===== config.mk =====
export PLATFORM = sky130hd
export DESIGN_NAME = htg_delay
export DESIGN_NICKNAME = d
export VERILOG_FILES = /design/src/rtl/htg_delay.sv
export SDC_FILE = /design/constraint.sdc
export NUM_CORES = 1
export LEC_CHECK = 0
export ABC_CLOCK_PERIOD_IN_PS = 1000
export BUFFER_PORTS_ARGS = -buffer_cell sky130_fd_sc_hd__buf_4
export CAP_MARGIN = 20
export CORE_AREA = 5 5 42 44
export CTS_CLUSTER_SIZE = 10
export DETAILED_ROUTE_END_ITERATION = 6
export DIE_AREA = 0 0 47 49
export PLACE_DENSITY_LB_ADDON = 0.12
export SYNTH_ARGS = -nofsm -noshare
export SYNTH_HDL_FRONTEND = slang
export SYNTH_SLANG_ARGS = --single-unit

===== constraint.sdc =====
create_clock -name clk_i -period 1 [get_ports clk_i]
set_clock_uncertainty 0.1 [all_clocks]
set_input_delay 0.05 -clock clk_i [delete_from_list [all_inputs] [get_ports clk_i]]
set_output_delay 0.05 -clock clk_i [all_outputs]
set_load 0.01 [all_outputs]

===== src/rtl/htg_delay.sv =====
// fixed-length delay line with a shared advance enable
// carries operands alongside the multiplier and rotation stages
// depends on nothing
module htg_delay #(
  parameter int W = 8,
  parameter int N = 2
) (
  input  logic         clk_i,
  input  logic         en_i,
  input  logic [W-1:0] d_i,
  output logic [W-1:0] q_o
);

  logic [W-1:0] tap_q [N];

  // shift taps on every advance
  always_ff @(posedge clk_i) begin
    if (en_i) begin
      tap_q[0] <= d_i;
      for (int k = 1; k < N; k++) begin
        tap_q[k] <= tap_q[k-1];
      end
    end
  end

  assign q_o = tap_q[N-1];

endmodule


### After elaboration in Yosys (flattened, before gate mapping)

Memory sizes are Yosys's and may differ from the RTL's.
Cells that the tools add are included.

* logic and storage cells: 3
* bits in writable memories: 16
* input port bits: 10
* register bits: 0
* memories kept: 1

* muxes and demuxes: 2

Memories
* tap_q: words 2, width 8, read ports 2, clocked after Yosys merged registers in 0, wr ports 2, line 14 `logic [W-1:0] tap_q [N];`

Operators with widths (number)
* 1-bit 2-to-1 mux: 2

### Depth between registers and ports, before layout

* depth in word-level cells: 2
* mapped depth: 1

### Worst setup path after synthesis

No wires, ideal clock.

* path kind: register to register
* from: mem tap_q[0][2]
* to: mem tap_q[1][2] (netlist: tap_q[0][10]) (data pin)
* stages on the path, launching flop included: 1
* library setup time: 0.266 ns
* data required time: 0.634 ns
* buffers on the path: 0
* period minus slack after synthesis: 0.689 ns
* arrival time: 0.323 ns
* setup slack: 0.311 ns
* cell sequence: edfxtp_1

RTL lines (line)
* start, declared: 14

==> results by group <==
Critical path
  – Max incr delay on CP: 0.38 ns
  – Worst r2r src: tap_q[0][3]
  – Critical-path cell list: buf_4
  – Worst R2R End: tap_q[0][11]
  – Critical Path Source: tap_q[0][11]
  – Crit path buffers/inverters: 1
  – R2R cell count: 0
  – Critical Path Start Type: flip-flop
  – Crit end category: output port
  – CP max FO: 1
  – CP required: 0.85 ns
  – Critical path depth: 1
  – Critical Path AT: 0.80 ns
  – Crit Path Class: reg2out
  – R2r setup slk: 0.29 ns
  – CP max-delay cell: edfxtp_1
  – Crit path capture: q_o[3]
  – CP top delay family: flip-flops

Die
  – Die Y: 49 µm
  – DIE AREA: 0.002303 mm²
  – Top Ports: 18
  – Core Footprint: 0.001401 mm²
  – # rows: 14
  – Initial core utilization: 38.57%
  – Die W: 47 µm

Global route
  – Initial antenna violation count: 0
  – First-pass GRT wire length: 993 µm
  – Gr ovfl total: 0
  – Tot GR Track Use: 6.354%
  – Largest net degree at the start of global routing: 17
  – Number of global-route vias before repair: 241

CTS
  – Clk sinks: 16
  – Clock root cell: clkbuf_4
  – Clk_lat worst skew: 0.27 ns
  – H-Tree Depth: 1
  – Clock Path Buffers: 2
  – CTS Buf Count: 3
  – Setup Buffers After CTS: 0
  – Clock Pin Slew Worst Setup and Hold Paths: 0.08 ns
  – CTS tree: built

Route
  – Via/cell ratio: 3.902
  – Remaining antenna violation count: 0
  – Final wirelength: 571 µm
  – Initial DRC Count: 0
  – Routed WL per cell: 9.361 µm
  – Via count: 238
  – Pre-antenna DRT Iters: 1
  – Drt drc: 0

Cells and area
  – Share of cells above drive strength 1: 44.44%
  – Final Instance Area: 734.5 µm²
  – Syn-to-layout area delta: 35.88%
  – Multi-In Gates: 0
  – Regs by FF count: tap_q x16
  – N_diodes: 0
  – Multi-input logic area: 0 µm²
  – Nets@finish: 56
  – Largest Register: tap_q
  – Filler Cell Count: 121
  – Max reg flops: 16
  – Non-Filler Instances: 61

Min path
  – Min-delay worst type: in2reg

Yosys
  – Post-Synth Simple-Gate Area: 0%
  – Cell taking the most area after synthesis: edfxtp_1
  – #FFs+latches synth: 16
  – Mux share of post-synthesis cell area: 0%
  – Largest cells by area after synthesis: edfxtp_1 89%, buf_4 11%
  – Mapped Area: 540.5 µm²
  – Yosys warns: 0
  – Post-Synth Adder-Cell Area: 0%
  – Post-synth cell types: 2
  – Post-synth top area share: 88.89%
  – Main combinational cell family by area after synthesis: buffers and inverters
  – Syn_nets: 34
  – Syn_area_per_cell: 22.52 µm²
  – Compound-Gate Fraction of Synth Area: 0%
  – Register area share after synthesis: 88.89%
  – Post-synthesis share of cell area spent on xor and xnor gates: 0%
  – Post-Syn Instances: 24

Timing
  – Least-Margin Pin Slew: 0.1858 ns
  – Final Setup Violations: 0
  – Setup ws final: 0.05283 ns
  – Final min period: 0.9472 ns
  – RSZ-0062 raised after global routing: no
  – Final Hold Slack: 0.03588 ns
  – Final hold violations: 0
  – Slew headroom: 87.61%
  – Fmax: 1056 MHz
  – Slew Limit Fails: 0
  – Period utilization: 94.72%
  – Setup TNS: 0 ns

Pwr
  – Peak supply drop: 0.8917 mV
  – Leak: 0.2871 nW
  – PwrDens: 1660 mW/mm²

Placed design
  – Routability cong.: 0.5891
  – PortBufs: 17
  – Post-placement setup slack: 0.2927 ns
  – Cell count after placement: 49
  – Area of placed instances: 628.1 µm²

Run
  – MaxCap Viol Count: 0

Outcome
  – Status: completed
## layout by cell type (no fill, tap or decap)
cell	n
buf_4	17
dlygate4sd3_1	8
clkbuf_4	3
edfxtp_1	16
clkinv_1	1
## routing by layer
| layer | GRT usage (%) | wire, µm | vias to the layer above |
|---|---|---|---|
| li1 | - | - | 123 |
| met1 | 7.857 | 208 | 97 |
| met2 | 8.145 | 251 | 18 |
| met3 | 2.583 | 110 | 0 |
| met4 | 5.530 | 0 | 0 |
| met5 | 0 | 0 | - |
## how the worst min path moves through the flow
| stage | from | endpoint | cells after the start |
|---|---|---|---|
| 3_5_place_dp | d_i[4] | tap_q[0][4] | 1 |
| 4_1_cts | en_i | tap_q[0][5] | 1 |
| 6_report | en_i | tap_q[0][5] | 1 |
| 5_1_grt | en_i | tap_q[0][0] | 1 |
| 3_3_place_gp | d_i[3] | tap_q[0][3] | 1 |
| 2_1_floorplan | d_i[0] | tap_q[0][0] | 0 |
## metrics by stage
step	power, mW	utilization, %
after floorplan	0.8584	-
after global placement	0.8974	44.82
after detailed placement	0.9021	44.82
after CTS	1.244	52.41
after global routing	1.288	52.41
final	1.219	52.41
## layout make-up
class	instances	area [µm²]	share of cell area, %
Clock inverter	1	3.754	0.5111
Sequential cell	16	480.5	65.42
Tap cell	16	20.02	2.726
Timing Repair Buffer	25	207.7	28.28
Clock buffer	3	22.52	3.066
## cells in the mapped netlist, drive strengths merged
library cell,number
buf,8
edfxtp,16
## repair_timing
item                       in CTS  in global routing
hold buffers                    8                  0
resized for setup               0                  0
setup endpoints to repair       0                  0
hold endpoints to repair        8                  0
## power by group
group	internal [mW]	total (mW)	switching (mW)	leakage, nW
Combinational	0.0667	0.103	0.0368	0.115
Sequential	0.794	0.804	0.0106	0.157
Clock	0.144	0.311	0.167	0.0154
Total	1.00	1.22	0.214	0.287
## cell families (layout without fill, tap and decap cells)
family,after synthesis,count (layout)
buffers and inverters,8,29
DFF,16,16
No activity file was read; power rests on OpenSTA's default activity.
