$ cat src/rtl/htg_mul.sv
// two-stage signed multiplier, product shifted right truncating toward zero
// the second operand is split in two halves so each partial product stays narrow
// depends on nothing
module htg_mul #(
  parameter int WA = 32,
  parameter int WB = 32,
  parameter int SH = 30,
  parameter int WO = 32
) (
  input  logic                 clk_i,
  input  logic                 en_i,
  input  logic signed [WA-1:0] a_i,
  input  logic signed [WB-1:0] b_i,
  output logic signed [WO-1:0] p_o
);

  localparam int BL = WB / 2;
  localparam int BH = WB - BL;
  localparam int WP = WA + WB;

  logic [WA-1:0]         a_mag;
  logic [WB-1:0]         b_mag;
  logic [WA+BL-1:0]      plo_q;
  logic [WA+BH-1:0]      phi_q;
  logic                  neg_q;
  logic [WP-1:0]         prod;
  logic [WP-1:0]         shifted;
  logic signed [WP:0]    res;
  logic signed [WO-1:0]  p_q;

  // operand magnitudes
  always_comb begin
    a_mag = a_i[WA-1] ? WA'(-a_i) : WA'(a_i);
    b_mag = b_i[WB-1] ? WB'(-b_i) : WB'(b_i);
  end

  // first stage: two partial products
  always_ff @(posedge clk_i) begin
    if (en_i) begin
      plo_q <= a_mag * b_mag[BL-1:0];
      phi_q <= a_mag * b_mag[WB-1:BL];
      neg_q <= a_i[WA-1] ^ b_i[WB-1];
    end
  end

  // second stage: combine, shift, restore sign
  always_comb begin
    prod    = {phi_q, {BL{1'b0}}} + WP'(plo_q);
    shifted = prod >> SH;
    res     = neg_q ? -$signed({1'b0, shifted}) : $signed({1'b0, shifted});
  end

  always_ff @(posedge clk_i) begin
    if (en_i) begin
      p_q <= WO'(res);
    end
  end

  assign p_o = p_q;

endmodule

$ cat config.mk
export PLATFORM = sky130hd
export DESIGN_NAME = htg_mul
export DESIGN_NICKNAME = d
export VERILOG_FILES = /design/src/rtl/htg_mul.sv
export SDC_FILE = /design/constraint.sdc
export NUM_CORES = 2
export LEC_CHECK = 0
export BUFFER_PORTS_ARGS = -buffer_cell sky130_fd_sc_hd__buf_2
export CORE_MARGIN = 10
export CORE_UTILIZATION = 35
export DETAILED_ROUTE_END_ITERATION = 16
export HOLD_SLACK_MARGIN = 0.12
export PLACE_DENSITY = 0.57
export SYNTH_ARGS = -nofsm -noshare
export SYNTH_HDL_FRONTEND = slang
export SYNTH_SLANG_ARGS = --single-unit
export TNS_END_PERCENT = 1
$ cat constraint.sdc
create_clock -name clk_i -period 13.17 [get_ports clk_i]
set_input_delay 3.2925 -clock clk_i [delete_from_list [all_inputs] [get_ports clk_i]]
set_output_delay 3.2925 -clock clk_i [all_outputs]
set_load 0.05 [all_outputs]
* Yosys cells after proc, flatten, opt, wreduce, memory -nomap -nowiden *
Cells that the tools add are included.

storage, ports and cells
  flip-flop bits (word level) = 127
  output and inout bits = 32

operators by class
  $add $sub $neg = 4
  multiply operators = 2
  multiplexer cells = 3
  bitwise gates (word level) = 1

operators by type and width
  cell              number
  $mux W32          3
  $neg A32 Y32      3
  $add A62 B48 Y62  1
  $mul A32 B16 Y48  1
  $mul A32 B16 Y46  1
  $xor A1 B1 Y1     1

* Logic depth before layout (Yosys ltp) *
  depth after elaboration = 3
  mapped depth = 35
  mapped depth without buffers = 33

* Worst setup path before layout *
No wires, ideal clock.

  kind = input-to-reg
  start = in b_i[0]
  end = reg phi_q[45], data pin
  arrival time = 11492 ps
  slack = 1418 ps
  stages on the path = 32
  buffers on the path = 2
  path through = clkbuf_1 -> inv_2 -> nand3_1 -> or3_1 -> or2_2 -> nand2b_1 -> or2_2 -> o41ai_1 -> xnor2_1 -> clkbuf_1 -> nand2_1 -> fa_1 -> fa_1 -> fa_1 -> inv_1 -> fa_1 -> fa_1 -> inv_1 -> fa_1 -> inv_1 -> ha_1 -> a21o_1 -> a221oi_1 -> o221ai_1 -> a21oi_1 -> a311oi_1 -> a221oi_1 -> o21ai_0 -> a211o_1 -> a31o_2 -> a21oi_1 -> xnor2_1

between the ends
  cells in the longest elaborated chain, start to end = 3

RTL lines
  element                 RTL line  text
  start: declaration      13        input logic signed [WB-1:0] b_i,
  $neg A32 Y32            34        b_mag = b_i[WB-1] ? WB'(-b_i) : WB'(b_i);
  $mux W32                34
  $mul A32 B16 Y46        41        phi_q <= a_mag * b_mag[WB-1:BL];
  end signal: assignment  41
  end: declaration        24        logic [WA+BH-1:0] phi_q;

No other way between the ends.
A chain may end at the register's enable or synchronous reset.

* Final worst setup path *
  start = in a_i[0]
  end = reg plo_q[30], data pin

between the ends
  cells in the longest elaborated chain, start to end = 3

RTL lines
  element                 RTL line  text
  start: declaration      12        input logic signed [WA-1:0] a_i,
  $neg A32 Y32            33        a_mag = a_i[WA-1] ? WA'(-a_i) : WA'(a_i);
  $mux W32 (*)            33
  $mul A32 B16 Y48 (*)    40        plo_q <= a_mag * b_mag[BL-1:0];
  end signal: assignment  40
  end: declaration        23        logic [WA+BL-1:0] plo_q;

Every way passes the cells marked *; elsewhere a longest branch is shown, timed or not.

==> qor.tcl <==
set qor(min_from) {phi_q[45]}
set qor(clkSinkCount) 111
set qor(floorplan.initialDensity_pct) 35.2
set qor(chipWidth_um) 348
set qor(synth_nets) 5435
set qor(grt_util_all_layers_pct) 20.0
set qor(antenna_violations_before_repair) 14
set qor(fin_ws_ps) 757
set qor(slowest_cell_on_the_critical_path) {sky130_fd_sc_hd__xnor2_2}
set qor(grt.busiest_layer) {met2}
set qor(remaining_drc_errors) 0
set qor(cts_tree) {done}
set qor(async_flop_share_pct) 0
set qor(yosys.area.top_type_share_pct) 44.3
set qor(cp_common_cell) {sky130_fd_sc_hd__fa_1}
set qor(rsz0062_at_grt) {no}
set qor(mean_instance_size_in_the_synthesized_netlist_sq_um) 8.82
set qor(io-pin-count) 98
set qor(tightest_slew_ps) 1340
set qor(setup-violations-final) 0
set qor(drt_initial_violations) 2369
set qor(timing.critical_path.fanout_max) 12
set qor(worst_ep_required_time_ps) 13260
set qor(capture_instance_of_the_worst_register_to_register_path) {p_o[22]}
set qor(post-route-min-period_ps) 12410
set qor(setup_total_negative_slack_ps) 0
set qor(postCtsSetupBuffers) 0
set qor(use_met1_pct) 28.3
set qor(status) {complete, no violations}
set qor(synth-seq-cells) 111
set qor(finalNonFillerCells) 5774
set qor(critical_path.reg2reg.startpoint) {plo_q[21]}
set qor(nets) 5521
set qor(critical_path_class) {input pin to flip-flop}
set qor(clockRootBuffer) {sky130_fd_sc_hd__clkbuf_16}
set qor(timing.critical_path.to_type) {flip-flop}
set qor(gr-usage-met2_pct) 30.6
set qor(synth_flop_cell) {sky130_fd_sc_hd__edfxtp_1}
set qor(max-slew-margin-rel_pct) 10.0
set qor(worst-r2r-cell-count) 12
set qor(via_per_inst) 5.09
set qor(drt_wl_total_mm) 121
set qor(grtUsageMet3_pct) 4.77
set qor(place.gp.congestion) 0.928
set qor(crit_path_start_kind) {input pin}
set qor(grt_first_pass_wirelength_mm) 187
set qor(area.growth.synth_to_final_pct) 9.54
set qor(fin_skew_ps) 13.4
set qor(antenna_left) 0
set qor(worst_setup_hold_path_clk_slew_ps) 80
set qor(arrival_ps) 12500
set qor(grt_max_degree) 81
set qor(fmax_ghz) 0.0806
set qor(post-dp-hpwl_mm) 101
set qor(synth.area.top_cells) {sky130_fd_sc_hd__fa_1, sky130_fd_sc_hd__inv_1, sky130_fd_sc_hd__edfxtp_1}
set qor(die-area_sq_mm) 0.121
set qor(vias_in_the_first_global_route) 31000
set qor(syn_inst) 4275
set qor(synth-edff-count) 111
set qor(final-max-slew-violation-count) 0
set qor(ctsHoldBuffers) 0
set qor(post-place-cells) 5753
set qor(drive_above_1_share_pct) 8.36
set qor(final_core_utilization_pct) 38.6
set qor(synth-seq-area-share_pct) 8.84
set qor(maximum_count_of_clock_buffers_along_a_single_path) 2
set qor(setup.reg_to_reg.worst_slack_ps) 8460
set qor(yosysWarningCount) 0
set qor(period_share_pct) 94.2
set qor(cts_inserted_buffers) 9
set qor(min-delay-path-class) {flip-flop to flip-flop}
set qor(firstDrtPassIters) 6
set qor(min_to) {p_o[31]}
set qor(synth.distinct_cells) 80
set qor(final_hold_viol_count) 0
set qor(port-buffer-count) 97
set qor(clkLatencyLatePin_ps) 380
set qor(timing.hold.worst_path_depth) 1
set qor(area_inside_the_core_boundary_sq_mm) 0.107
set qor(critical_path.max_stage_delay_ps) 930
set qor(final_routed_wire_length_divided_by_cell_count_um) 20.9
set qor(maxCapViolCount) 0
set qor(core.rowCount) 120
set qor(globalRouteOverflowTotal) 0
set qor(synth_area_leader_cell) {sky130_fd_sc_hd__fa_1}
set qor(die_height_um) 348
set qor(mappedNetlistArea_sq_mm) 0.0377
set qor(routed-via-count) 29400
set qor(htreeDepth) 3
set qor(post_cts_resized) 0
set qor(placement.setup.worst_slack_ps) 444
synth_stat cells, types with 17 or more instances:
master,number
sky130_fd_sc_hd__nand4_1,19
sky130_fd_sc_hd__a21o_1,47
sky130_fd_sc_hd__nor2_1,422
sky130_fd_sc_hd__o21ai_0,48
sky130_fd_sc_hd__fa_1,834
sky130_fd_sc_hd__xor2_1,91
sky130_fd_sc_hd__inv_1,947
sky130_fd_sc_hd__xnor2_1,146
sky130_fd_sc_hd__ha_1,260
sky130_fd_sc_hd__nand2_1,717
sky130_fd_sc_hd__o31ai_1,24
sky130_fd_sc_hd__edfxtp_1,111
sky130_fd_sc_hd__o21a_1,21
sky130_fd_sc_hd__clkbuf_1,175
sky130_fd_sc_hd__nand2b_1,17
sky130_fd_sc_hd__a21oi_1,89
sky130_fd_sc_hd__nand3_1,20
sky130_fd_sc_hd__nor3_1,25
sky130_fd_sc_hd__and2_1,22
cell usage in the layout (no fill, tap or decap), drive strengths merged, types with 12 or more instances in the layout:
cell and instances:
o31ai 24, o21bai 15, xor2 91, nor2b 13
a211oi 14, fa 834, xnor2 146, o21ai 56
nand4 19, nand2b 17, ha 260, nor3 25
edfxtp 111, nand3 20, a21o 47, a21oi 90
o41ai 12, and3 15, buf 257, inv 951
or3 15, nor2 422, o21a 21, nand2 717
and2 23
how the worst max path moves through the flow:
stage | start | cells after the start | end | slack, ps
2_1_floorplan | b_i[0] | 32 | phi_q[45] | 1420
3_3_place_gp | b_i[2] | 34 | phi_q[45] | 560
3_5_place_dp | b_i[2] | 34 | phi_q[45] | 440
4_1_cts | b_i[2] | 34 | phi_q[45] | 850
5_1_grt | b_i[2] | 33 | phi_q[45] | 250
6_report | a_i[0] | 31 | plo_q[30] | 760
logic make-up after synthesis:
| logic type | Yosys count | synth area share (%) |
|---|---|---|
| AOI/OAI and AO/OA | 361 | 6.66 |
| adders and majority gates | 1094 | 52.9 |
| muxes | 4 | 0.113 |
| buffers and inverters | 1131 | 11.3 |
| xor gates and xnor gates | 237 | 5.51 |
| DFF | 111 | 8.84 |
| and+or+nand+nor | 1337 | 14.7 |
critical path: cells and delay by family:
kind	cells	cell delay [ps]
compound gates	9	2150
xor+xnor	2	1450
buf+inv	8	980
simple gates	4	880
fa+ha+maj	8	3710
sequential cells by signal, indices dropped and copies added (netlist names):
register	cells
phi_q	46
p_o	32
plo_q	32
neg_q	1
through the flow:
| step | hold WS, ps | area, sq um |
|---|---|---|
| finish | 578 | 41300 |
| global route | 601 | 41300 |
| CTS | 588 | 41300 |
| detailed placement | 567 | 41000 |
| global placement | 551 | 41000 |
| floorplan | 527 | 37700 |
cell type report:
type,instances,area (sq um)
Antenna cell,5,12.5
Clock buffer,9,225
Clock inverter,7,83.8
Fill cell,10900,65800
Inverter,949,3560
Multi-Input combinational cell,3033,30600
Sequential cell,111,3330
Tap cell,1403,1760
Timing Repair Buffer,257,1700
metal layers:
metal  part of all wire [%]  wire [um]  vias up
met4                    2.7       3300       12
met2                     43      51500     1211
met3                     10      12600      165
li1                       -          -    13000
met5                  0.066         80        -
met1                     44      53200    15000
Power is left out: the tool's default activity adds up to more than one toggle a clock period on the data nets, which glitch-free logic cannot reach.
