### src/rtl/htg_pkg.sv
// shared types and constants of the helix trajectory generator
// holds the rotation cell bus, register indexes, fixed-point constants and output saturation
// no dependencies
package htg_pkg;

  // width of the rotation datapath (x, y and residual angle)
  localparam int XW = 34;

  // register indexes on the configuration port
  localparam logic [2:0] REG_DURATION = 3'd0;
  localparam logic [2:0] REG_INV_DUR  = 3'd1;
  localparam logic [2:0] REG_RADIUS   = 3'd2;
  localparam logic [2:0] REG_CLIMB    = 3'd3;
  localparam logic [2:0] REG_BASE_X   = 3'd4;
  localparam logic [2:0] REG_BASE_Y   = 3'd5;
  localparam logic [2:0] REG_BASE_Z   = 3'd6;
  // index with no register behind it
  localparam logic [2:0] REG_SPARE    = 3'd7;

  // state handed from one rotation cell to the next
  typedef struct packed {
    logic signed [XW-1:0] x;
    logic signed [XW-1:0] y;
    logic signed [XW-1:0] z;
    logic                 flip;
  } htg_rot_t;

  // starting x of the rotation, pre-scaled by the inverse rotation gain, q.30
  localparam logic signed [XW-1:0] CORDIC_GAIN = 34'sd652032874;

  // 2*pi in q.30
  localparam logic signed [33:0] TWO_PI_Q30 = 34'sd6746518852;

  // clamp a wide signed value to 32 bits
  function automatic logic signed [31:0] sat32(input logic signed [63:0] v);
    logic signed [63:0] hi_lim;
    logic signed [63:0] lo_lim;
    hi_lim = 64'sd2147483647;
    lo_lim = -64'sd2147483648;
    if (v > hi_lim) begin
      return 32'sh7FFFFFFF;
    end else if (v < lo_lim) begin
      return 32'sh80000000;
    end else begin
      return 32'(v);
    end
  endfunction

endpackage

### src/rtl/htg_cordic_cell.sv
// one rotation cell of the sine/cosine chain, registered output
// rotates by the arctangent of 2^-IDX toward zero residual angle
// depends on htg_pkg
module htg_cordic_cell #(
  parameter int IDX = 0
) (
  input  logic              clk_i,
  input  logic              en_i,
  input  htg_pkg::htg_rot_t rot_i,
  output htg_pkg::htg_rot_t rot_o
);

  import htg_pkg::*;

  // arctangent of 2^-i in turns, q0.32
  function automatic logic [31:0] atan_turn(input logic [4:0] idx);
    case (idx)
      5'd0:    return 32'h20000000;
      5'd1:    return 32'h12E4051E;
      5'd2:    return 32'h09FB385B;
      5'd3:    return 32'h051111D4;
      5'd4:    return 32'h028B0D43;
      5'd5:    return 32'h0145D7E1;
      5'd6:    return 32'h00A2F61E;
      5'd7:    return 32'h00517C55;
      5'd8:    return 32'h0028BE53;
      5'd9:    return 32'h00145F2F;
      5'd10:   return 32'h000A2F98;
      5'd11:   return 32'h000517CC;
      5'd12:   return 32'h00028BE6;
      5'd13:   return 32'h000145F3;
      5'd14:   return 32'h0000A2FA;
      5'd15:   return 32'h0000517D;
      5'd16:   return 32'h000028BE;
      5'd17:   return 32'h0000145F;
      5'd18:   return 32'h00000A30;
      5'd19:   return 32'h00000518;
      5'd20:   return 32'h0000028C;
      5'd21:   return 32'h00000146;
      5'd22:   return 32'h000000A3;
      5'd23:   return 32'h00000051;
      5'd24:   return 32'h00000029;
      5'd25:   return 32'h00000014;
      5'd26:   return 32'h0000000A;
      5'd27:   return 32'h00000005;
      5'd28:   return 32'h00000003;
      5'd29:   return 32'h00000001;
      5'd30:   return 32'h00000001;
      default: return 32'h00000000;
    endcase
  endfunction

  localparam logic signed [XW-1:0] ATAN = XW'(atan_turn(5'(IDX)));

  logic signed [XW-1:0] xs;
  logic signed [XW-1:0] ys;
  htg_rot_t             rot_d;
  htg_rot_t             rot_q;

  // micro-rotation, direction from the sign of the residual angle
  always_comb begin
    xs = rot_i.x >>> IDX;
    ys = rot_i.y >>> IDX;
    rot_d.flip = rot_i.flip;
    if (rot_i.z >= 0) begin
      rot_d.x = rot_i.x - ys;
      rot_d.y = rot_i.y + xs;
      rot_d.z = rot_i.z - ATAN;
    end else begin
      rot_d.x = rot_i.x + ys;
      rot_d.y = rot_i.y - xs;
      rot_d.z = rot_i.z + ATAN;
    end
  end

  always_ff @(posedge clk_i) begin
    if (en_i) begin
      rot_q <= rot_d;
    end
  end

  assign rot_o = rot_q;

endmodule

### config.mk
export PLATFORM = sky130hd
export DESIGN_NAME = htg_cordic_cell
export DESIGN_NICKNAME = d
export VERILOG_FILES = /design/src/rtl/htg_pkg.sv /design/src/rtl/htg_cordic_cell.sv
export SDC_FILE = /design/constraint.sdc
export NUM_CORES = 1
export LEC_CHECK = 0
export BUFFER_PORTS_ARGS = -buffer_cell sky130_fd_sc_hd__buf_2
export CAP_MARGIN = 20
export CORE_MARGIN = 10
export CORE_UTILIZATION = 50
export DETAILED_ROUTE_END_ITERATION = 16
export PLACE_DENSITY_LB_ADDON = 0.05
export SYNTH_ARGS = -nofsm -noshare
export SYNTH_HDL_FRONTEND = slang
export SYNTH_SLANG_ARGS = --single-unit
### constraint.sdc
create_clock -name clk_i -period 3.5 [get_ports clk_i]
set_input_delay 0.35 -clock clk_i [delete_from_list [all_inputs] [get_ports clk_i]]
set_output_delay 0.35 -clock clk_i [all_outputs]
set_load 0.01 [all_outputs]
Word level (Yosys, flattened, before mapping)
Index checks and enable logic that the tools add are counted.
{"block": "op_classes", "magnitude_cmp": 1, "n_mux": 1, "n_addsub": 5}
{"cell": "102-bit two-way mux", "count": 1}
{"cell": "34-bit subtractor", "count": 2}
{"cell": "34-bit by 31-bit adder with 34-bit output, second input constant", "count": 1}
{"cell": "34-bit adder", "count": 1}
{"cell": "34-bit by 1-bit >= comparator with 1-bit output, second input constant", "count": 1}
{"cell": "34-bit by 31-bit subtractor with 34-bit output, second input constant", "count": 1}
{"block": "word_totals", "wordCells": 11, "reg_bits": 103, "out_inout_bits": 103, "input_bits": 105}

Depth between registers and ports, before layout
Gate-level depths: netlist of the first run.
{"block": "logic_depth", "ltp_word": 2, "depth_mapped": 13, "mapped_depth_nobuf": 12}

Worst setup path before layout of the first run
No wires, ideal clock.
{"block": "synth_path", "kind": "input to register", "startpoint": "input port rot_i[36] in the netlist's numbering", "endpoint": "register rot_q (netlist bit rot_o[100]), data pin", "arrival_ns": 2.415, "path_stages": 11, "n_path_buf": 0, "required_ns": 3.231, "setup_time_ns": 0.269, "slack_ns": 0.816, "cell_sequence": "inv_1 -> ha_1 -> nor2b_1 -> o2111a_1 -> o311ai_2 -> and2_2 -> o21ai_2 -> a31o_4 -> a2111oi_4 -> a21oi_2 -> xor2_1"}
{"item": "start: declaration", "line": "htg_cordic_cell.sv:9", "text": "input htg_pkg::htg_rot_t rot_i,"}
{"item": "end signal: assignment", "line": "htg_cordic_cell.sv:78", "text": "rot_q <= rot_d;"}
{"item": "end: declaration", "line": "htg_cordic_cell.sv:58", "text": "htg_rot_t rot_q;"}

==> results of run 1 <==
==> power by group <==
group          leakage [nW]  switching, mW  internal, mW  total, mW
clock                 0.152          0.532         0.514       1.05
sequential            0.998         0.0426          1.57       1.61
combinational          3.70          0.955         0.612       1.57
total                  4.85           1.53          2.70       4.23
==> cell families (layout without fill, tap and decap cells) <==
logic type	count (synthesis)	in the layout	share of synthesized area
buf+inv	145	362	0.0638
other cells	0	1	0
compound gates	334	334	0.238
xor+xnor	68	68	0.0653
fa+ha+maj	108	108	0.151
mux	6	6	0.00658
flops	102	102	0.336
simple gates	257	257	0.139
==> routing by layer <==
layer  GRT usage  share of wire
met2       0.392           0.47
met3      0.0471          0.082
met1       0.308           0.43
met5           0              0
met4      0.0639          0.019
==> layout make-up <==
cell class	count	area, µm²	area share
Timing Repair Buffer	242	1310	0.121
Tap cell	229	287	0.0264
Antenna cell	1	2.50	0.000231
Sequential cell	102	3060	0.282
Clock inverter	7	88.8	0.00818
Inverter	104	390	0.0360
Clock buffer	9	225	0.0207
Multi-Input combinational cell	773	5490	0.505
==> layout by cell type, fill, tap and decap left out, types with 8 or more instances in the layout <==
cell / instances
nand4_1: 11
xor2_1: 11
a31oi_1: 8
o21ai_0: 56
nand2b_1: 15
nand2_1: 53
buf_2: 206
o211ai_1: 11
nor4_1: 12
o21a_1: 12
a21o_1: 21
nor3_1: 24
nand3_1: 13
xnor2_1: 57
nor2_1: 76
o21bai_1: 19
clkbuf_16: 9
buf_4: 35
a21oi_1: 127
a211oi_1: 17
nor2b_1: 15
ha_1: 104
edfxtp_1: 102
inv_1: 97
==> worst paths after layout <==
path	from	endpoint	slack (ns)	cells past startpoint
worst min-delay path	rot_i[0]	rot_o[0]	0.17	1
worst max-delay path	rot_i[50]	rot_o[61]	0.32	13
==> worst max-delay path, cell delays in order <==
cell and delay [ns]:
buf_2 0.10, inv_1 0.05, ha_1 0.52, inv_2 0.15
nor4_2 0.61, o21ai_0 0.18, a21oi_1 0.32, o41ai_1 0.11
buf_4 0.17, o31a_1 0.27, o211ai_1 0.18, o211ai_1 0.13
xnor2_1 0.17
==> stage by stage <==
step | power [mW] | area, µm² | worst slack (ns) | std cells | hold WS (ns)
5_1_grt | 4.47 | 10900 | 0.163 | 1467 | 0.161
3_3_place_gp | 3.19 | 10500 | 0.0522 | 1450 | 0.527
2_1_floorplan | 2.59 | 9120 | 0.816 | 1020 | 0.449
3_5_place_dp | 3.19 | 10500 | 0.0432 | 1450 | 0.536
4_1_cts | 4.25 | 10900 | 0.436 | 1466 | 0.161
6_report | 4.23 | 10900 | 0.323 | 1467 | 0.171
==> flow_metrics.tcl, run 1 <==
set metrics [dict create \
    synth_top_area_cell "edfxtp_1" \
    routed_wl_um 29600 \
    yosysSeqAreaShare 0.336 \
    max_freq_ghz 0.315 \
    hold_class "primary input to flop" \
    ant_nets 0 \
    largest_register_ffs 102 \
    rsz0062_at_grt "false" \
    synth_edf_count 102 \
    grt_antenna_before_repair 1 \
    synth_seq_cells 102 \
    grt_max_degree 80 \
    fp.dieArea_um2 24000 \
    cp.required_ns 3.63 \
    grt_pass1_wl_um 46400 \
    finalMaxSlewViolations 0 \
    drt_iter0_drc 789 \
    path_class "primary input to flop" \
    ctsLongestPathBuffers 2 \
    synth_area_leaders "edfxtp_1 34%, ha_1 14%, a21oi_1 7.0%, xnor2_1 5.5%, inv_1 4.0%" \
    cts_made_buffers 9 \
    cts-root-buf "clkbuf_16" \
    floorplan.die.height_um 155 \
    grt_usage 0.237 \
    io_pins 208 \
    viasPerCell 5.84 \
    drive_above_1_share 0.235 \
    setup_viol 0 \
    area_growth_pct 19.0 \
    synth.distinct_cells 74 \
    path_clk_slew_ns 0.09 \
    cts_tree "done" \
    outcome "completed" \
    p_leak_nw 4.85 \
    ctsHoldBuffers 0 \
    synth-main-ff-cell "edfxtp_1" \
    syn-cell-area_um2 9120 \
    wire_per_inst_um 20.1 \
    cp.arrival_ns 3.30 \
    vias 8572 \
    synth_fp_nets 1233 \
    power_density_nw_per_um2 389 \
    gp_routability_congestion 0.954 \
    synthCells 1020 \
    critPathMaxFanout 11 \
    finalCritPeriodShare 0.908 \
    postCtsSetupRepairBufs 0 \
    end_kind "flop" \
    drt_pass1_iterations 5 \
    vdd_ir_drop_max_mv 0.244 \
    fp.dieW_um 155 \
    min_period_ns 3.18 \
    dpl.hpwl_um 23900 \
    grt_pass1_vias 8459 \
    tightest_slew_ns 0.866 \
    finalNetCount 1445 \
    setup-tns-final_ns 0 \
    synth_most_common_cell "a21oi_1" \
    ctsResizeCount 0 \
    io_buffer_count 207 \
    slew_headroom 0.423 \
    grt-ovfl-total 0 \
    start_kind "primary input" \
    drv_cap 0 \
    num-fill-cells 1647 \
    post-route-drc-count 0 \
    clock-sinks 102 \
    fp.coreArea_um2 18000 \
    ys_top_cells_by_count "127 x a21oi_1, 104 x ha_1, 102 x edfxtp_1, 97 x inv_1, 77 x nor2_1" \
    rows 49 \
    synth_top_area_frac 0.336 \
    ys_async_sr_fraction 0 \
    cts.htree.levels 3 \
    avgSynthCellArea_um2 8.94 \
    yosysWarnings 0 \
    final_core_util 0.604 \
    start_util 0.508 \
    hold_viol 0 \
]
Note: power is estimated with default switching activity, not from simulation.
==> run 2, diff against run 1 <==
--- a/config.mk
+++ b/config.mk
@@ -9,6 +9,7 @@
 export CAP_MARGIN = 20
 export CORE_MARGIN = 10
 export CORE_UTILIZATION = 50
+export CTS_BUF_LIST = sky130_fd_sc_hd__clkbuf_4 sky130_fd_sc_hd__clkbuf_8
 export DETAILED_ROUTE_END_ITERATION = 16
 export PLACE_DENSITY_LB_ADDON = 0.05
 export SYNTH_ARGS = -nofsm -noshare
==> constraint.sdc (replaced) <==
create_clock -name clk_i -period 3.55 [get_ports clk_i]
set_input_delay 0.355 -clock clk_i [delete_from_list [all_inputs] [get_ports clk_i]]
set_output_delay 0.355 -clock clk_i [all_outputs]
set_load 0.01 [all_outputs]
==> run 2 against run 1 <==
  * Total power fell by 7.8%
  * Sequential power barely moved
  * Largest cell class unchanged
  * Global-route usage rose by 0.13 points
  * Highest routed layer unchanged
==> flow_metrics.tcl, run 2 (synthesis gave the netlist of run 1 again) <==
set metrics [dict create \
    wire_per_inst_um 20.3 \
    outcome "completed" \
    postCtsSetupRepairBufs 0 \
    drt_iter0_drc 808 \
    cp.arrival_ns 3.13 \
    setup-tns-final_ns 0 \
    drv_cap 0 \
    p_leak_nw 4.77 \
    dpl.hpwl_um 23900 \
    power.sequential.fraction 0.408 \
    start_util 0.508 \
    setup_viol 0 \
    grt-ovfl-total 0 \
    crit_path_start "rot_i[48]" \
    ctsLongestPathBuffers 2 \
    swShare 0.379 \
    cts-root-buf "clkbuf_8" \
    num-fill-cells 1666 \
    finalNetCount 1440 \
    multiInputGateArea_um2 5490 \
    finalMaxSlewViolations 0 \
    ctsHoldBuffers 0 \
    cts_tree "done" \
    max_freq_ghz 0.338 \
    final_cell_mix "206 x buf_2, 127 x a21oi_1, 104 x ha_1" \
    critPathCapture "rot_o[65]" \
    rows 49 \
    vias 8501 \
    viasPerCell 5.81 \
    path_clk_slew_ns 0.12 \
    grt_pass1_wl_um 46000 \
    grt_pass1_vias 8351 \
    dp.cells 1445 \
    cts.htree.levels 3 \
    io_buffer_count 207 \
    routed_wl_um 29700 \
    end_kind "flop" \
    grt_usage 0.238 \
    area_growth_pct 17.2 \
    start_kind "primary input" \
    grt_max_degree 52 \
    cp.required_ns 3.72 \
    fp.dieArea_um2 24000 \
    ant_nets 0 \
    drive_above_1_share 0.232 \
    slew_headroom 0.420 \
    vdd_ir_drop_max_mv 0.268 \
    hold_viol 0 \
    clockPowerShare 0.198 \
    ctsResizeCount 0 \
    fp.dieW_um 155 \
    min_period_ns 2.96 \
    critPathMaxFanout 12 \
    tightest_slew_ns 0.868 \
    floorplan.die.height_um 155 \
    p_int_mw 2.42 \
    io_pins 208 \
    drt_pass1_iterations 5 \
    clock-sinks 102 \
    path_class "primary input to flop" \
    fp.coreArea_um2 18000 \
    worst_hold_path.num_cells 1 \
    finalCritPeriodShare 0.833 \
    post_layout_nonfiller_instances 1464 \
    cts_made_buffers 9 \
    rsz0062_at_grt "false" \
    p_sw_mw 1.48 \
    power_density_nw_per_um2 364 \
    comb_power_share 0.395 \
    final_common_cell "buf_2" \
    gp_routability_congestion 0.942 \
    largest_register_ffs 102 \
    post-route-drc-count 0 \
    grt_antenna_before_repair 2 \
    final-seq-area_um2 3060 \
    hold_class "primary input to flop" \
]
## run 2: changes by cell type in the layout (fill, tap and decap cells not counted), sizes merged
cell    change
diode       +2
buf         -5
inv         +1
clkinv      -1
## run 2: power groups by stage
stage / sequential (mW) / clock (mW) / combinational [mW]
2_1_floorplan: 1.72 / 0 / 0.838
3_3_place_gp: 1.61 / 0 / 1.53
3_5_place_dp: 1.62 / 0 / 1.52
4_1_cts: 1.59 / 0.791 / 1.53
5_1_grt: 1.60 / 0.838 / 1.68
6_report: 1.59 / 0.771 / 1.54
## run 2: worst min path at each step
stage | from | end
after floorplan | rot_i[0] | rot_o[0]
after global placement | rot_i[0] | rot_o[0]
after detailed placement | rot_i[0] | rot_o[0]
after CTS | rot_i[0] | rot_o[0]
after global routing | rot_i[0] | rot_o[0]
final | rot_i[0] | rot_o[0]
## run 2: layout make-up
type	count	area share
antenna	3	0.000702
clock buffer	9	0.0116
clock inverter	7	0.00690
inverter	104	0.0365
multi-input combinational	773	0.513
sequential	102	0.286
tap	229	0.0268
timing repair buffer	237	0.118
## run 2: worst max-delay path, cell delays in order
cell and delay [ns]:
buf_2 0.10, inv_1 0.04, ha_1 0.54, inv_1 0.20, nor4_2 0.49, o21ai_0 0.16
a21oi_1 0.26, o41ai_1 0.19, o221ai_1 0.30, nand2_1 0.15, a31oi_1 0.24, xnor2_1 0.09
## run 2: per-stage QoR
stage / power, mW / util / area (µm²) / setup WS, ns / hold WS, ns
finish: 3.90 / 0.595 / 10700 / 0.593 / 0.121
global route: 4.12 / 0.595 / 10700 / 0.345 / 0.101
CTS: 3.91 / 0.595 / 10700 / 0.613 / 0.110
detailed placement: 3.14 / 0.584 / 10500 / 0.191 / 0.534
global placement: 3.14 / 0.584 / 10500 / 0.167 / 0.533
floorplan: 2.55 / - / 9120 / 0.861 / 0.454
## run 2: layer usage
layer | vias up | share of wire | track usage
met2 | 396 | 0.47 | 0.385
met3 | 51 | 0.087 | 0.0540
met5 | - | 0 | 0
met1 | 3974 | 0.42 | 0.309
met4 | 0 | 0.021 | 0.0738
li1 | 4080 | - | -
==> run 3, diff against run 2 <==
==> constraint.sdc (replaced) <==
create_clock -name clk_i -period 2.6 [get_ports clk_i]
set_input_delay 0.26 -clock clk_i [delete_from_list [all_inputs] [get_ports clk_i]]
set_output_delay 0.26 -clock clk_i [all_outputs]
set_load 0.01 [all_outputs]
==> run 3 against run 2 <==
  * Final cell count grew 15%
  * Core utilization up 10 points
  * First-iteration DRC count shrank 13%
  * Worst hold slack got worse by 0.079 ns
  * Via count grew 8.7%
==> flow_metrics.tcl, run 3 (synthesis gave the netlist of run 1 again) <==
set metrics [dict create \
    hold_viol 0 \
    setup_ws_ns 0.0602 \
    end_kind "flop" \
    postCtsSetupRepairBufs 0 \
    drt_iter0_drc 706 \
    worst_hold_path.num_cells 1 \
    path_delay_family "compound AO/OA/AOI/OAI gates" \
    crit_chain "buf_2 -> inv_1 -> ha_1 -> buf_4 -> inv_2 -> a21oi_1 -> o31ai_1 -> a21oi_4 -> o21ai_2 -> nand4_1 -> and3_1 -> o21ai_0 -> xnor2_1" \
    timing.hold.ws_ns 0.0420 \
    finalMaxSlewViolations 0 \
    ctsResizeCount 0 \
    dpl.hpwl_um 26300 \
    grt_max_degree 67 \
    start_util 0.508 \
    fp.dieArea_um2 24000 \
    drv_cap 0 \
    ctsLongestPathBuffers 2 \
    fp.coreArea_um2 18000 \
    met2_usage 0.430 \
    tightest_slew_ns 0.564 \
    crit_buf_inv 4 \
    finalCritPeriodShare 0.977 \
    critPathMaxFanout 5 \
    num-fill-cells 1526 \
    max_stage_delay_ns 0.43 \
    hold_class "primary input to flop" \
    use_met1 0.318 \
    grt_use_met3 0.0496 \
    routed_wl_um 31700 \
    start_kind "primary input" \
    path_class "primary input to flop" \
    io_pins 208 \
    rows 49 \
    grt_usage 0.253 \
    finalNetCount 1655 \
    outcome "completed" \
    grt.busiest_layer "met2" \
    max_freq_ghz 0.394 \
    cp.arrival_ns 2.68 \
    setup_viol 0 \
    cp.required_ns 2.74 \
    fp.dieW_um 155 \
    path_clk_slew_ns 0.11 \
    viasPerCell 5.51 \
    p_leak_nw 5.86 \
    largest_register_ffs 102 \
    worst_hold_path.endpoint "rot_o[0]" \
    vias 9244 \
    cts_tree "done" \
    grt_pass1_vias 9181 \
    cts.htree.levels 3 \
    hp-start "rot_i[0]" \
    final_common_cell "buf_4" \
    drive_above_1_share 0.360 \
    wire_per_inst_um 18.9 \
    gp_routability_congestion 0.958 \
    ant_nets 0 \
    post-route-drc-count 0 \
    area_growth_pct 37.0 \
    post-place-ws_ns -0.375 \
    cts_made_buffers 9 \
    vdd_ir_drop_max_mv 0.321 \
    drt_pass1_iterations 5 \
    cp_slowest_cell "o31ai_1" \
    grt_pass1_wl_um 49000 \
    floorplan.die.height_um 155 \
    ctsHoldBuffers 0 \
    min_period_ns 2.54 \
    slew_headroom 0.619 \
    grt_antenna_before_repair 2 \
    clock-sinks 102 \
    final_cell_mix "241 x buf_4, 206 x buf_2, 121 x a21oi_1" \
    io_buffer_count 207 \
    grt-ovfl-total 0 \
    power_density_nw_per_um2 464 \
    cts-root-buf "clkbuf_8" \
]
-- run 3: worst max path at each step --
stage / start / to / slack, ns / cells after the start
6_report: rot_i[44] / rot_o[63] / 0.06 / 13
5_1_grt: rot_i[44] / rot_o[63] / -0.04 / 13
3_5_place_dp: rot_i[40] / rot_o[68] / -0.37 / 13
3_3_place_gp: rot_i[37] / rot_o[95] / -0.36 / 13
2_1_floorplan: rot_i[36] / rot_o[100] / 0.006 / 11
4_1_cts: rot_i[40] / rot_o[68] / 0.05 / 13
-- run 3: metrics by stage --
stage | total power [mW] | instance area (µm²) | TNS [ns] | std cells | utilization
CTS | 5.78 | 12400 | 0 | 1676 | 0.689
global placement | 4.67 | 12200 | -8.93 | 1660 | 0.677
detailed placement | 4.70 | 12200 | -9.50 | 1660 | 0.677
finish | 5.80 | 12500 | 0 | 1678 | 0.696
global route | 6.12 | 12500 | -0.0380 | 1677 | 0.696
floorplan | 3.49 | 9120 | 0 | 1020 | -
-- run 3: per-layer routing --
metal  vias up  part of all wire
met2       358              0.48
met3        48             0.074
met4         0             0.023
met5         -                 0
li1       4516                 -
met1      4322              0.42
-- run 3: cell type report --
type,count,area [µm²],share of cell area
flip-flops and latches,102,3060,0.245
diodes,2,5.00,0.000400
repair buffers,452,2940,0.235
clock inverters,7,86.3,0.00691
well taps,229,287,0.0229
clock buffers,9,124,0.00991
multi-input cells,773,5610,0.448
inverters,104,390,0.0312
-- run 3: report_power, final --
group	leakage [nW]	internal, mW	switching (mW)
combinational	4.76	1.15	1.39
clock	0.105	0.389	0.693
sequential	0.998	2.11	0.0626
